File: src/design/owdm_pkg.sv
// Package for the omni wheel drive mixer: payload types, constants, sine table builder.
`timescale 1ns / 1ps

package owdm_pkg;

   localparam int ANGLE_STEPS   = 360;
   localparam int QUARTER_DEG   = 90;
   localparam int SINE_MAX_W    = 25;
   localparam int SINE_IDX_W    = 7;
   localparam int ANGLE_W       = 9;
   localparam int ANGLE_SUM_W   = 10;
   localparam int SPEED_W       = 8;
   localparam int DUTY_W        = 8;

   localparam logic [ANGLE_SUM_W-1:0] WHEEL1_OFFSET  = 10'd180;
   localparam logic [ANGLE_SUM_W-1:0] WHEEL2_OFFSET  = 10'd60;
   localparam logic [ANGLE_SUM_W-1:0] WHEEL3_OFFSET  = 10'd300;
   localparam logic [SPEED_W-1:0]     W2_OFFSET_RST  = 8'd30;
   localparam logic [63:0]            DEG_TO_RAD_Q30 = 64'd18740330;
   localparam logic [63:0]            Q30_ONE        = 64'd1 << 30;

   typedef struct packed {
      logic [ANGLE_W-1:0] heading_deg;
      logic [SPEED_W-1:0] drive_speed;
   } req_payload_type;

   typedef struct packed {
      logic              w1_in_a;
      logic              w1_in_b;
      logic [DUTY_W-1:0] w1_duty;
      logic              w2_in_a;
      logic              w2_in_b;
      logic [DUTY_W-1:0] w2_duty;
      logic              w3_in_a;
      logic              w3_in_b;
      logic [DUTY_W-1:0] w3_duty;
      logic              saturated;
   } rsp_payload_type;

   typedef struct packed {
      logic              neg;
      logic [DUTY_W-1:0] duty;
      logic              sat;
   } wheel_cmd_type;

   typedef logic [SINE_MAX_W-1:0] sine_table_type [0:QUARTER_DEG];

   // First-quadrant sine, Taylor form in Q30, rounded to frac fraction bits.
   function automatic sine_table_type sine_table_build(input int frac);
      sine_table_type tab;
      logic [63:0]    x;
      logic [63:0]    x2;
      logic [63:0]    t;
      logic [63:0]    s30;
      logic [63:0]    v;
      for (int k = 0; k <= QUARTER_DEG; k++) begin
         x   = 64'(k) * DEG_TO_RAD_Q30;
         x2  = (x * x) >> 30;
         t   = Q30_ONE;
         t   = Q30_ONE - (((x2 * t) >> 30) / 64'd110);
         t   = Q30_ONE - (((x2 * t) >> 30) / 64'd72);
         t   = Q30_ONE - (((x2 * t) >> 30) / 64'd42);
         t   = Q30_ONE - (((x2 * t) >> 30) / 64'd20);
         t   = Q30_ONE - (((x2 * t) >> 30) / 64'd6);
         s30 = (x * t) >> 30;
         v   = (s30 + (64'd1 << (29 - frac))) >> (30 - frac);
         tab[k] = v[SINE_MAX_W-1:0];
      end
      return tab;
   endfunction

endpackage

File: src/design/owdm_wheel.sv
// One wheel command: angle fold, sine lookup, speed scaling, sign and duty saturation.
`timescale 1ns / 1ps

module owdm_wheel #(
   parameter int SINE_FRAC_BITS = 15
) (
   input  logic [owdm_pkg::ANGLE_SUM_W-1:0] angle_sum,
   input  logic [owdm_pkg::SPEED_W-1:0]     speed_mag,
   input  logic                             speed_neg,
   output owdm_pkg::wheel_cmd_type          cmd
);

   localparam int SINE_W = SINE_FRAC_BITS + 1;
   localparam int PROD_W = owdm_pkg::SPEED_W + SINE_W;
   localparam int MAG_W  = PROD_W - SINE_FRAC_BITS;

   localparam owdm_pkg::sine_table_type SINE_TABLE =
      owdm_pkg::sine_table_build(SINE_FRAC_BITS);

   localparam logic [owdm_pkg::ANGLE_SUM_W-1:0] STEPS_W =
      owdm_pkg::ANGLE_SUM_W'(owdm_pkg::ANGLE_STEPS);
   localparam logic [owdm_pkg::ANGLE_W-1:0] DEG90  = 9'd90;
   localparam logic [owdm_pkg::ANGLE_W-1:0] DEG180 = 9'd180;
   localparam logic [owdm_pkg::ANGLE_W-1:0] DEG270 = 9'd270;
   localparam logic [owdm_pkg::ANGLE_W-1:0] DEG360 = 9'd360;

   logic [owdm_pkg::ANGLE_SUM_W-1:0] angle_red;
   logic [owdm_pkg::ANGLE_W-1:0]     angle;
   logic [owdm_pkg::ANGLE_W-1:0]     idx_wide;
   logic [owdm_pkg::SINE_IDX_W-1:0]  idx;
   logic                             sine_neg;
   logic [SINE_W-1:0]                sine_mag;
   logic [PROD_W-1:0]                prod;
   logic [MAG_W-1:0]                 mag;

   assign angle_red = (angle_sum >= STEPS_W) ? angle_sum - STEPS_W : angle_sum;
   assign angle     = angle_red[owdm_pkg::ANGLE_W-1:0];

   always_comb begin
      if (angle <= DEG90) begin
         idx_wide = angle;
         sine_neg = 1'b0;
      end else if (angle <= DEG180) begin
         idx_wide = DEG180 - angle;
         sine_neg = 1'b0;
      end else if (angle <= DEG270) begin
         idx_wide = angle - DEG180;
         sine_neg = 1'b1;
      end else begin
         idx_wide = DEG360 - angle;
         sine_neg = 1'b1;
      end
   end

   assign idx      = idx_wide[owdm_pkg::SINE_IDX_W-1:0];
   assign sine_mag = SINE_TABLE[idx][SINE_W-1:0];
   assign prod     = PROD_W'(speed_mag) * PROD_W'(sine_mag);
   assign mag      = prod[PROD_W-1:SINE_FRAC_BITS];

   always_comb begin
      if (mag == '0) begin
         cmd.neg  = 1'b0;
         cmd.duty = owdm_pkg::DUTY_W'(1);
         cmd.sat  = 1'b0;
      end else if (mag > MAG_W'({owdm_pkg::DUTY_W{1'b1}})) begin
         cmd.neg  = (sine_neg == speed_neg);
         cmd.duty = {owdm_pkg::DUTY_W{1'b1}};
         cmd.sat  = 1'b1;
      end else begin
         cmd.neg  = (sine_neg == speed_neg);
         cmd.duty = mag[owdm_pkg::DUTY_W-1:0];
         cmd.sat  = 1'b0;
      end
   end

endmodule

File: src/design/omni_wheel_drive_mixer.sv
// Top level of the three-wheel omni drive mixer.
// A req transaction reaches rsp valid via the input register, then the result register.
// Throughput: one transaction per cycle unless rsp_ready stalls; each wheel's sine
// lookup and 8-bit scaling multiply sit in the single stage between the two registers.
// Reset (synchronous, active high) empties both stages and sets the wheel two
// speed offset to 30.
`timescale 1ns / 1ps

module omni_wheel_drive_mixer #(
   parameter int SINE_FRAC_BITS = 15
) (
   input  logic                              clock,
   input  logic                              reset,
   input  logic                              req_valid,
   output logic                              req_ready,
   input  owdm_pkg::req_payload_type         req_data,
   output logic                              rsp_valid,
   input  logic                              rsp_ready,
   output owdm_pkg::rsp_payload_type         rsp_data,
   input  logic                              csr_wr_en,
   input  logic [owdm_pkg::SPEED_W-1:0]      csr_wr_data
);

   localparam logic [owdm_pkg::ANGLE_W-1:0] STEPS_9 =
      owdm_pkg::ANGLE_W'(owdm_pkg::ANGLE_STEPS);

   logic                             s0_valid_ff, s0_valid_in;
   owdm_pkg::req_payload_type        s0_data_ff, s0_data_in;
   logic                             out_valid_ff, out_valid_in;
   owdm_pkg::rsp_payload_type        out_data_ff, out_data_in;
   logic [owdm_pkg::SPEED_W-1:0]     offset_ff, offset_in;

   logic                             out_load;
   logic                             req_take;
   logic [owdm_pkg::ANGLE_W-1:0]     heading;
   logic [owdm_pkg::ANGLE_SUM_W-1:0] hd_ext;
   logic [owdm_pkg::SPEED_W:0]       speed2;
   logic                             speed2_neg;
   logic [owdm_pkg::SPEED_W-1:0]     speed2_mag;
   owdm_pkg::wheel_cmd_type          cmd1, cmd2, cmd3;

   assign out_load  = !out_valid_ff || rsp_ready;
   assign req_ready = !s0_valid_ff || out_load;
   assign req_take  = req_valid && req_ready;

   assign heading = (s0_data_ff.heading_deg >= STEPS_9) ?
                    s0_data_ff.heading_deg - STEPS_9 : s0_data_ff.heading_deg;
   assign hd_ext  = owdm_pkg::ANGLE_SUM_W'(heading);

   assign speed2     = {1'b0, s0_data_ff.drive_speed} - {1'b0, offset_ff};
   assign speed2_neg = speed2[owdm_pkg::SPEED_W];
   assign speed2_mag = speed2_neg ? offset_ff - s0_data_ff.drive_speed
                                  : speed2[owdm_pkg::SPEED_W-1:0];

   owdm_wheel #(.SINE_FRAC_BITS(SINE_FRAC_BITS)) u_wheel1 (
      .angle_sum (hd_ext + owdm_pkg::WHEEL1_OFFSET),
      .speed_mag (s0_data_ff.drive_speed),
      .speed_neg (1'b0),
      .cmd       (cmd1)
   );

   owdm_wheel #(.SINE_FRAC_BITS(SINE_FRAC_BITS)) u_wheel2 (
      .angle_sum (hd_ext + owdm_pkg::WHEEL2_OFFSET),
      .speed_mag (speed2_mag),
      .speed_neg (speed2_neg),
      .cmd       (cmd2)
   );

   owdm_wheel #(.SINE_FRAC_BITS(SINE_FRAC_BITS)) u_wheel3 (
      .angle_sum (hd_ext + owdm_pkg::WHEEL3_OFFSET),
      .speed_mag (s0_data_ff.drive_speed),
      .speed_neg (1'b0),
      .cmd       (cmd3)
   );

   always_comb begin
      out_data_in.w1_in_a   = cmd1.neg;
      out_data_in.w1_in_b   = !cmd1.neg;
      out_data_in.w1_duty   = cmd1.duty;
      out_data_in.w2_in_a   = !cmd2.neg;
      out_data_in.w2_in_b   = cmd2.neg;
      out_data_in.w2_duty   = cmd2.duty;
      out_data_in.w3_in_a   = !cmd3.neg;
      out_data_in.w3_in_b   = cmd3.neg;
      out_data_in.w3_duty   = cmd3.duty;
      out_data_in.saturated = cmd1.sat || cmd2.sat || cmd3.sat;
   end

   assign s0_valid_in  = req_take ? 1'b1 : (out_load ? 1'b0 : s0_valid_ff);
   assign s0_data_in   = req_take ? req_data : s0_data_ff;
   assign out_valid_in = out_load ? s0_valid_ff : out_valid_ff;
   assign offset_in    = csr_wr_en ? csr_wr_data : offset_ff;

   always_ff @(posedge clock) begin
      if (reset) begin
         s0_valid_ff  <= 1'b0;
         out_valid_ff <= 1'b0;
         offset_ff    <= owdm_pkg::W2_OFFSET_RST;
      end else begin
         s0_valid_ff  <= s0_valid_in;
         out_valid_ff <= out_valid_in;
         offset_ff    <= offset_in;
      end
   end

   always_ff @(posedge clock) begin
      s0_data_ff <= s0_data_in;
      if (out_load && s0_valid_ff) begin
         out_data_ff <= out_data_in;
      end
   end

   assign rsp_valid = out_valid_ff;
   assign rsp_data  = out_data_ff;

endmodule
File: config.mk
export PLATFORM = sky130hd
export DESIGN_NAME = omni_wheel_drive_mixer
export DESIGN_NICKNAME = d
export VERILOG_FILES = /design/src/design/owdm_pkg.sv /design/src/design/owdm_wheel.sv /design/src/design/omni_wheel_drive_mixer.sv
export SDC_FILE = /design/constraint.sdc
export NUM_CORES = 1
export LEC_CHECK = 0
export ABC_AREA = 1
export BUFFER_PORTS_ARGS = -buffer_cell sky130_fd_sc_hd__buf_2
export CORE_ASPECT_RATIO = 1.75
export CORE_MARGIN = 2
export CORE_UTILIZATION = 50
export DETAILED_ROUTE_END_ITERATION = 10
export GPL_TIMING_DRIVEN = 0
export PLACE_DENSITY = 0.66
export SYNTH_ARGS = -nofsm -noshare
export SYNTH_HDL_FRONTEND = slang
export SYNTH_SLANG_ARGS = --single-unit
File: constraint.sdc
create_clock -name clock -period 15.1 [get_ports clock]
set_input_delay 0 -clock clock [delete_from_list [all_inputs] [get_ports clock]]
set_output_delay 0 -clock clock [all_outputs]
set_load 0.02 [all_outputs]
==> flow_summary.toml, run 1 <==
[status]
status = "finished, final reports clean"

[clocking]
cts_resized = 0
cts_max_level = 3
clk_pin_slew_worst_paths_ps = 70
cts.path.max_buffers = 2
post_cts_buffers = 0
cts_tree = "yes"
clkLatencyLatePin_ps = 370
cts_sinks = 58
root_buffer = "clkbuf_16"
cts_hold_buffers = 31
cts_buffers = 9

[global_routing]
antenna_found_initial = 0
grt_pass1_vias = 24700
grt.total_usage_pct = 37.7
grt_max_degree = 23
overflow = 0
grt_first_pass_wirelength_um = 133000

[job]
maxCapViolations = 0

[logic_synthesis]
synth_area_leaders = "fa_1, nand2_1, inv_1"
synth_nets = 3833
synthFlopType = "edfxtp_1"
ys_ff_latch = 58
yosys_warnings = 0
yosys.cell_types.count = 65
synth_top_area_share_pct = 22.8
netlist_instances = 3381
synth-edff-count = 48
avgSynthCellArea_um2 = 6.51
synth_area_um2 = 22000
async_flop_share_pct = 0
ys_seq_area_share_pct = 7.46
synth_top_area_cell = "fa_1"

[die]
core_area_um2 = 43500
pin_count = 63
die_y_um = 281
start_util_pct = 50.6
rows = 101
die_x_um = 163
die_area_um2 = 45800

[cells_and_area]
final_common_cell = "nand2_1"
drive_gt1_share_pct = 7.11
nets = 3937
syn_to_final_growth_pct = 7.66
final_cell_mix = "nand2_1, inv_1, nor2_1, fa_1, nand3_1"
finalInstanceArea_um2 = 23700
fillers = 4415
antenna-diode-count = 0

[sta]
finalHoldViolations = 0
setup_viol = 0
min_period_over_period_pct = 81.3
whs_ps = 24.7
max_slew_margin_pct = 3.31
tightestPinTransition_ps = 1450
fin_worst_skew_ps = 12.6
setup_ws_ps = 2820
timing.fmax_ghz = 0.0814
rsz0062_at_grt = "no"
final-max-slew-violation-count = 0
fin_tns_setup_ps = 0
period_needed_ps = 12280

[critical_path]
crit_slowest_cell = "clkbuf_1"
worst_setup_path_end_kind = "register"
slowest_delay_ps = 1110
startpoint_type = "register"
crit_fanout = 18
critPathRequiredTime_ps = 15190
crit_top_cell = "nand2_1"
arrival_ps = 12370
crit_type = "register to register"

[drt]
vias_per_cell = 5.94
route.vias.total = 24100
drtPass1Iterations = 6
routedWlPerCell_um = 21.2
antenna_left = 0
drt_iter0_drc = 2098
route.detailed.drc = 0
drt-total-wl_um = 86100

[placement]
gp_congestion = 1.04
place_area_um2 = 23100
io_buffers = 61
hpwl_um = 69800
place_ws_ps = 3380

[worst_hold_path]
hp-class = "input port to register"
-- area by class of cell --
cell class | instances | area (um^2) | share of cell area [%]
repair buffers | 93 | 643 | 2.72
flip-flops and latches | 58 | 1640 | 6.93
clock inverters | 5 | 58.8 | 0.248
plain buffers | 91 | 437 | 1.84
clock buffers | 11 | 264 | 1.11
well taps | 566 | 708 | 2.99
inverters | 610 | 2290 | 9.67
multi-input cells | 2622 | 17600 | 74.5
-- worst paths after layout --
check / from / to / slack, ps / cells after the start
worst max-delay path: s0_data_ff[8] / rsp_data[9] / 2820 / 47
worst min-delay path: csr_wr_en / offset_ff[1] / 20 / 2
worst max register to register: s0_data_ff[8] / rsp_data[9] / 2820 / 47
worst min register to register: offset_ff[7] / offset_ff[7] / 460 / 2
-- registers in the layout, summed over array words and instances (netlist names) --
name,flops
offset_ff,8
rsp_data,31
rsp_valid,1
s0_data_ff,17
s0_valid_ff,1
-- kinds of logic after synthesis --
logic type | count (synthesis) | synth area share [%]
DFF | 58 | 7.46
AOI/OAI and AO/OA | 453 | 12.5
buffers and inverters | 701 | 12.4
and+or+nand+nor | 1710 | 33.5
adders and majority gates | 422 | 32.6
muxes | 1 | 0.0512
xor gates and xnor gates | 36 | 1.50
-- worst max-delay path: cells and delay by family, from the launching register on --
| family | cells | cell delay (ps) |
|---|---|---|
| and+or+nand+nor | 23 | 3150 |
| adders and majority gates | 7 | 2930 |
| AOI/OAI and AO/OA | 9 | 2740 |
| buffers and inverters | 8 | 2410 |
| DFF | 1 | 750 |
-- synthesized netlist by cell type, drive strengths merged, types with 29 or more instances --
cell type  instances
a21oi            131
buf               29
clkbuf            62
edfxtp            48
fa               251
ha               171
inv              603
nand2            946
nand3            260
nor2             422
nor3              32
o211ai            33
o21ai            172
xor2              32
-- per-stage QoR --
step,utilization [%],cells
5_1_grt,54.5,4056
3_3_place_gp,52.9,4008
6_report,54.5,4056
2_1_floorplan,-,3381
4_1_cts,54.5,4056
3_5_place_dp,53.0,4009
-- metal layers --
metal	up-vias	GRT usage, %	routed length, um
met5	-	0	0
met4	0	28.3	7730
met3	454	5.19	5570
met2	1279	68.1	42900
met1	11400	39.5	29900
li1	10900	-	-
Power of run 1 is not shown: default switching activity piles up to over one toggle a cycle in this logic, so the estimate is an artifact.
==> run 2: changes to the inputs <==
--- a/config.mk
+++ b/config.mk
@@ -5,14 +5,14 @@
 export SDC_FILE = /design/constraint.sdc
 export NUM_CORES = 1
 export LEC_CHECK = 0
-export ABC_AREA = 1
+export ABC_AREA = 0
 export BUFFER_PORTS_ARGS = -buffer_cell sky130_fd_sc_hd__buf_2
 export CORE_ASPECT_RATIO = 1.75
 export CORE_MARGIN = 2
 export CORE_UTILIZATION = 50
 export DETAILED_ROUTE_END_ITERATION = 10
 export GPL_TIMING_DRIVEN = 0
-export PLACE_DENSITY = 0.66
+export PLACE_DENSITY = 0.69
 export SYNTH_ARGS = -nofsm -noshare
 export SYNTH_HDL_FRONTEND = slang
 export SYNTH_SLANG_ARGS = --single-unit
==> constraint.sdc (replaced) <==
create_clock -name clock -period 10.06 [get_ports clock]
set_input_delay 0 -clock clock [delete_from_list [all_inputs] [get_ports clock]]
set_output_delay 0 -clock clock [all_outputs]
set_load 0.02 [all_outputs]
==> run 2 against run 1 <==
  * Final cell count shrank 2.7%
  * Routed wire length grew 11%
  * Critical path type unchanged
  * Critical path depth shrank 4
  * Register-to-register slack lost 3800 ps
  * The run now ends with setup timing left
==> flow_summary.toml, run 2 <==
[cells_and_area]
syn_to_final_growth_pct = 35.4
final_cells = 3946
regArea_um2 = 1640
finalInstanceArea_um2 = 30800
largest_reg_flops = 31
fillers = 3622
nets = 3816
final_common_cell = "nand2_1"
multi_input_area_um2 = 22200
drive_gt1_share_pct = 30.9
antenna-diode-count = 0
final_cell_mix = "nand2_1, inv_1, buf_4, fa_1, nor2_1"

[critical_path]
setup.worst_path.end = "rsp_data[30]"
reg2regPathDepth = 43
crit_type = "register to register"
crit_slowest_cell = "or4b_4"
cp_num_buf_inv = 6
critPathRequiredTime_ps = 10180
path_delay_family = "compound AO/OA/AOI/OAI gates"
critPathLaunch = "s0_data_ff[9]"
arrival_ps = 11120
timing.rr.start = "s0_data_ff[9]"
worstReg2RegEnd = "rsp_data[30]"
startpoint_type = "register"
r2r_slack_ps = -940
worst_setup_path_end_kind = "register"
crit_fanout = 10
slowest_delay_ps = 600
cp.depth = 43

[logic_synthesis]
synth_top_area_share_pct = 22.1
yosys.cell_types.count = 124
synth-edff-count = 48
yosys_warnings = 0
synth_nets = 3417
synthFlopType = "edfxtp_1"
async_flop_share_pct = 0
avgSynthCellArea_um2 = 7.67
synth_top_area_cell = "fa_1"
ys_seq_area_share_pct = 7.22
ys_ff_latch = 58
synthMostInstantiatedCell = "nand2_1"
synth_area_leaders = "fa_1, ha_1, nand2_1"
synthTopCellsByCount = "nand2_1, inv_1, nor2_1"
netlist_instances = 2965
synth_area_um2 = 22700

[sta]
timing.fmax_ghz = 0.0909
final-max-slew-violation-count = 0
finalHoldViolations = 0
max_slew_margin_pct = 17.8
tightestPinTransition_ps = 1220
fin_tns_setup_ps = -19180
fin_worst_skew_ps = 12.3
period_needed_ps = 11000
setup_ws_ps = -942
setup_viol = 31
rsz0062_at_grt = "yes"
min_period_over_period_pct = 109

[clocking]
clk_pin_slew_worst_paths_ps = 70
root_buffer = "clkbuf_16"
cts_sinks = 58
cts_max_level = 3
cts_buffers = 9
clkLatencyLatePin_ps = 380
cts_tree = "yes"
cts.path.max_buffers = 2

[placement]
place_ws_ps = -2810
io_buffers = 62
place_area_um2 = 24500
gp_congestion = 0.998
hpwl_um = 69000
dpl.cell_count = 3605

[drt]
antenna_left = 0
routedWlPerCell_um = 24.1
route.vias.total = 25700
drt_iter0_drc = 2332
vias_per_cell = 6.51
drtPass1Iterations = 6
drt-total-wl_um = 95200
route.detailed.drc = 0

[global_routing]
overflow = 0
grt_pass1_vias = 26300
grt.total_usage_pct = 39.2
grt_first_pass_wirelength_um = 143000
grt_max_degree = 32
antenna_found_initial = 0

[worst_hold_path]
hp-class = "input port to register"

[status]
status = "finished, violations left"
violations = "setup timing"

[die]
start_util_pct = 50.5
die_x_um = 165
rows = 103
die_area_um2 = 47300
die_y_um = 286
pin_count = 63
core_area_um2 = 45000

[job]
maxCapViolations = 0
-- run 2: worst reg2reg max path: cells and delay by family (launching register included) --
kind                       cells  cell delay [ps]
xor gates and xnor gates       1              230
buffers and inverters          6              670
muxes                          5             1230
adders and majority gates      5             2120
AOI/OAI and AO/OA             16             3140
and+or+nand+nor               10             2930
DFF                            1              430
-- run 2: logic make-up (layout without fill, tap and decap cells) --
| group | after synthesis | after routing | synth area share (%) |
|---|---|---|---|
| muxes | 57 | 57 | 2.98 |
| DFF | 58 | 58 | 7.22 |
| buffers and inverters | 504 | 908 | 8.61 |
| adders and majority gates | 424 | 424 | 31.6 |
| and+or+nand+nor | 1088 | 1088 | 22.7 |
| AOI/OAI and AO/OA | 762 | 762 | 23.7 |
| xor gates and xnor gates | 72 | 72 | 3.16 |
-- run 2: timing repair --
item | CTS | global route
resized for setup | 414 | 355
endpoints found under the hold margin | 27 | 0
buffers inserted | 170 | 124
cloned | 3 | 2
setup endpoints to repair | 31 | 31
hold buffers | 35 | 0
pin swaps | 154 | 144
-- run 2: layout make-up --
class | count | area share, %
Inverter | 336 | 4.25
Buffer | 161 | 4.31
Clock buffer | 9 | 0.732
Tap cell | 577 | 2.35
Clock inverter | 7 | 0.407
Multi-Input combinational cell | 2403 | 72.1
Timing Repair Buffer | 395 | 10.5
Sequential cell | 58 | 5.33
-- run 2: per-stage QoR --
step	util, %	hold slack [ps]
finish	68.4	307
floorplan	-	72.4
global route	68.4	336
CTS	63.2	287
global placement	54.4	177
detailed placement	54.5	178
-- run 2: how the worst min path moves through the flow --
stage,start,endpoint,slack [ps],cells after the start
after global routing,req_data[12],s0_data_ff[12],340,2
after floorplan,reset,offset_ff[0],70,1
final,csr_wr_en,offset_ff[2],310,4
after CTS,csr_wr_en,offset_ff[4],290,4
after detailed placement,req_data[10],s0_data_ff[10],180,1
after global placement,req_data[10],s0_data_ff[10],180,1
-- run 2: layer usage --
layer  track usage (%)  wire length, um
met4              30.1             9510
met3              5.84             6560
met2              68.5            46700
met1              41.9            32400
met5                 0                0
Power of run 2 is left out for the same reason.
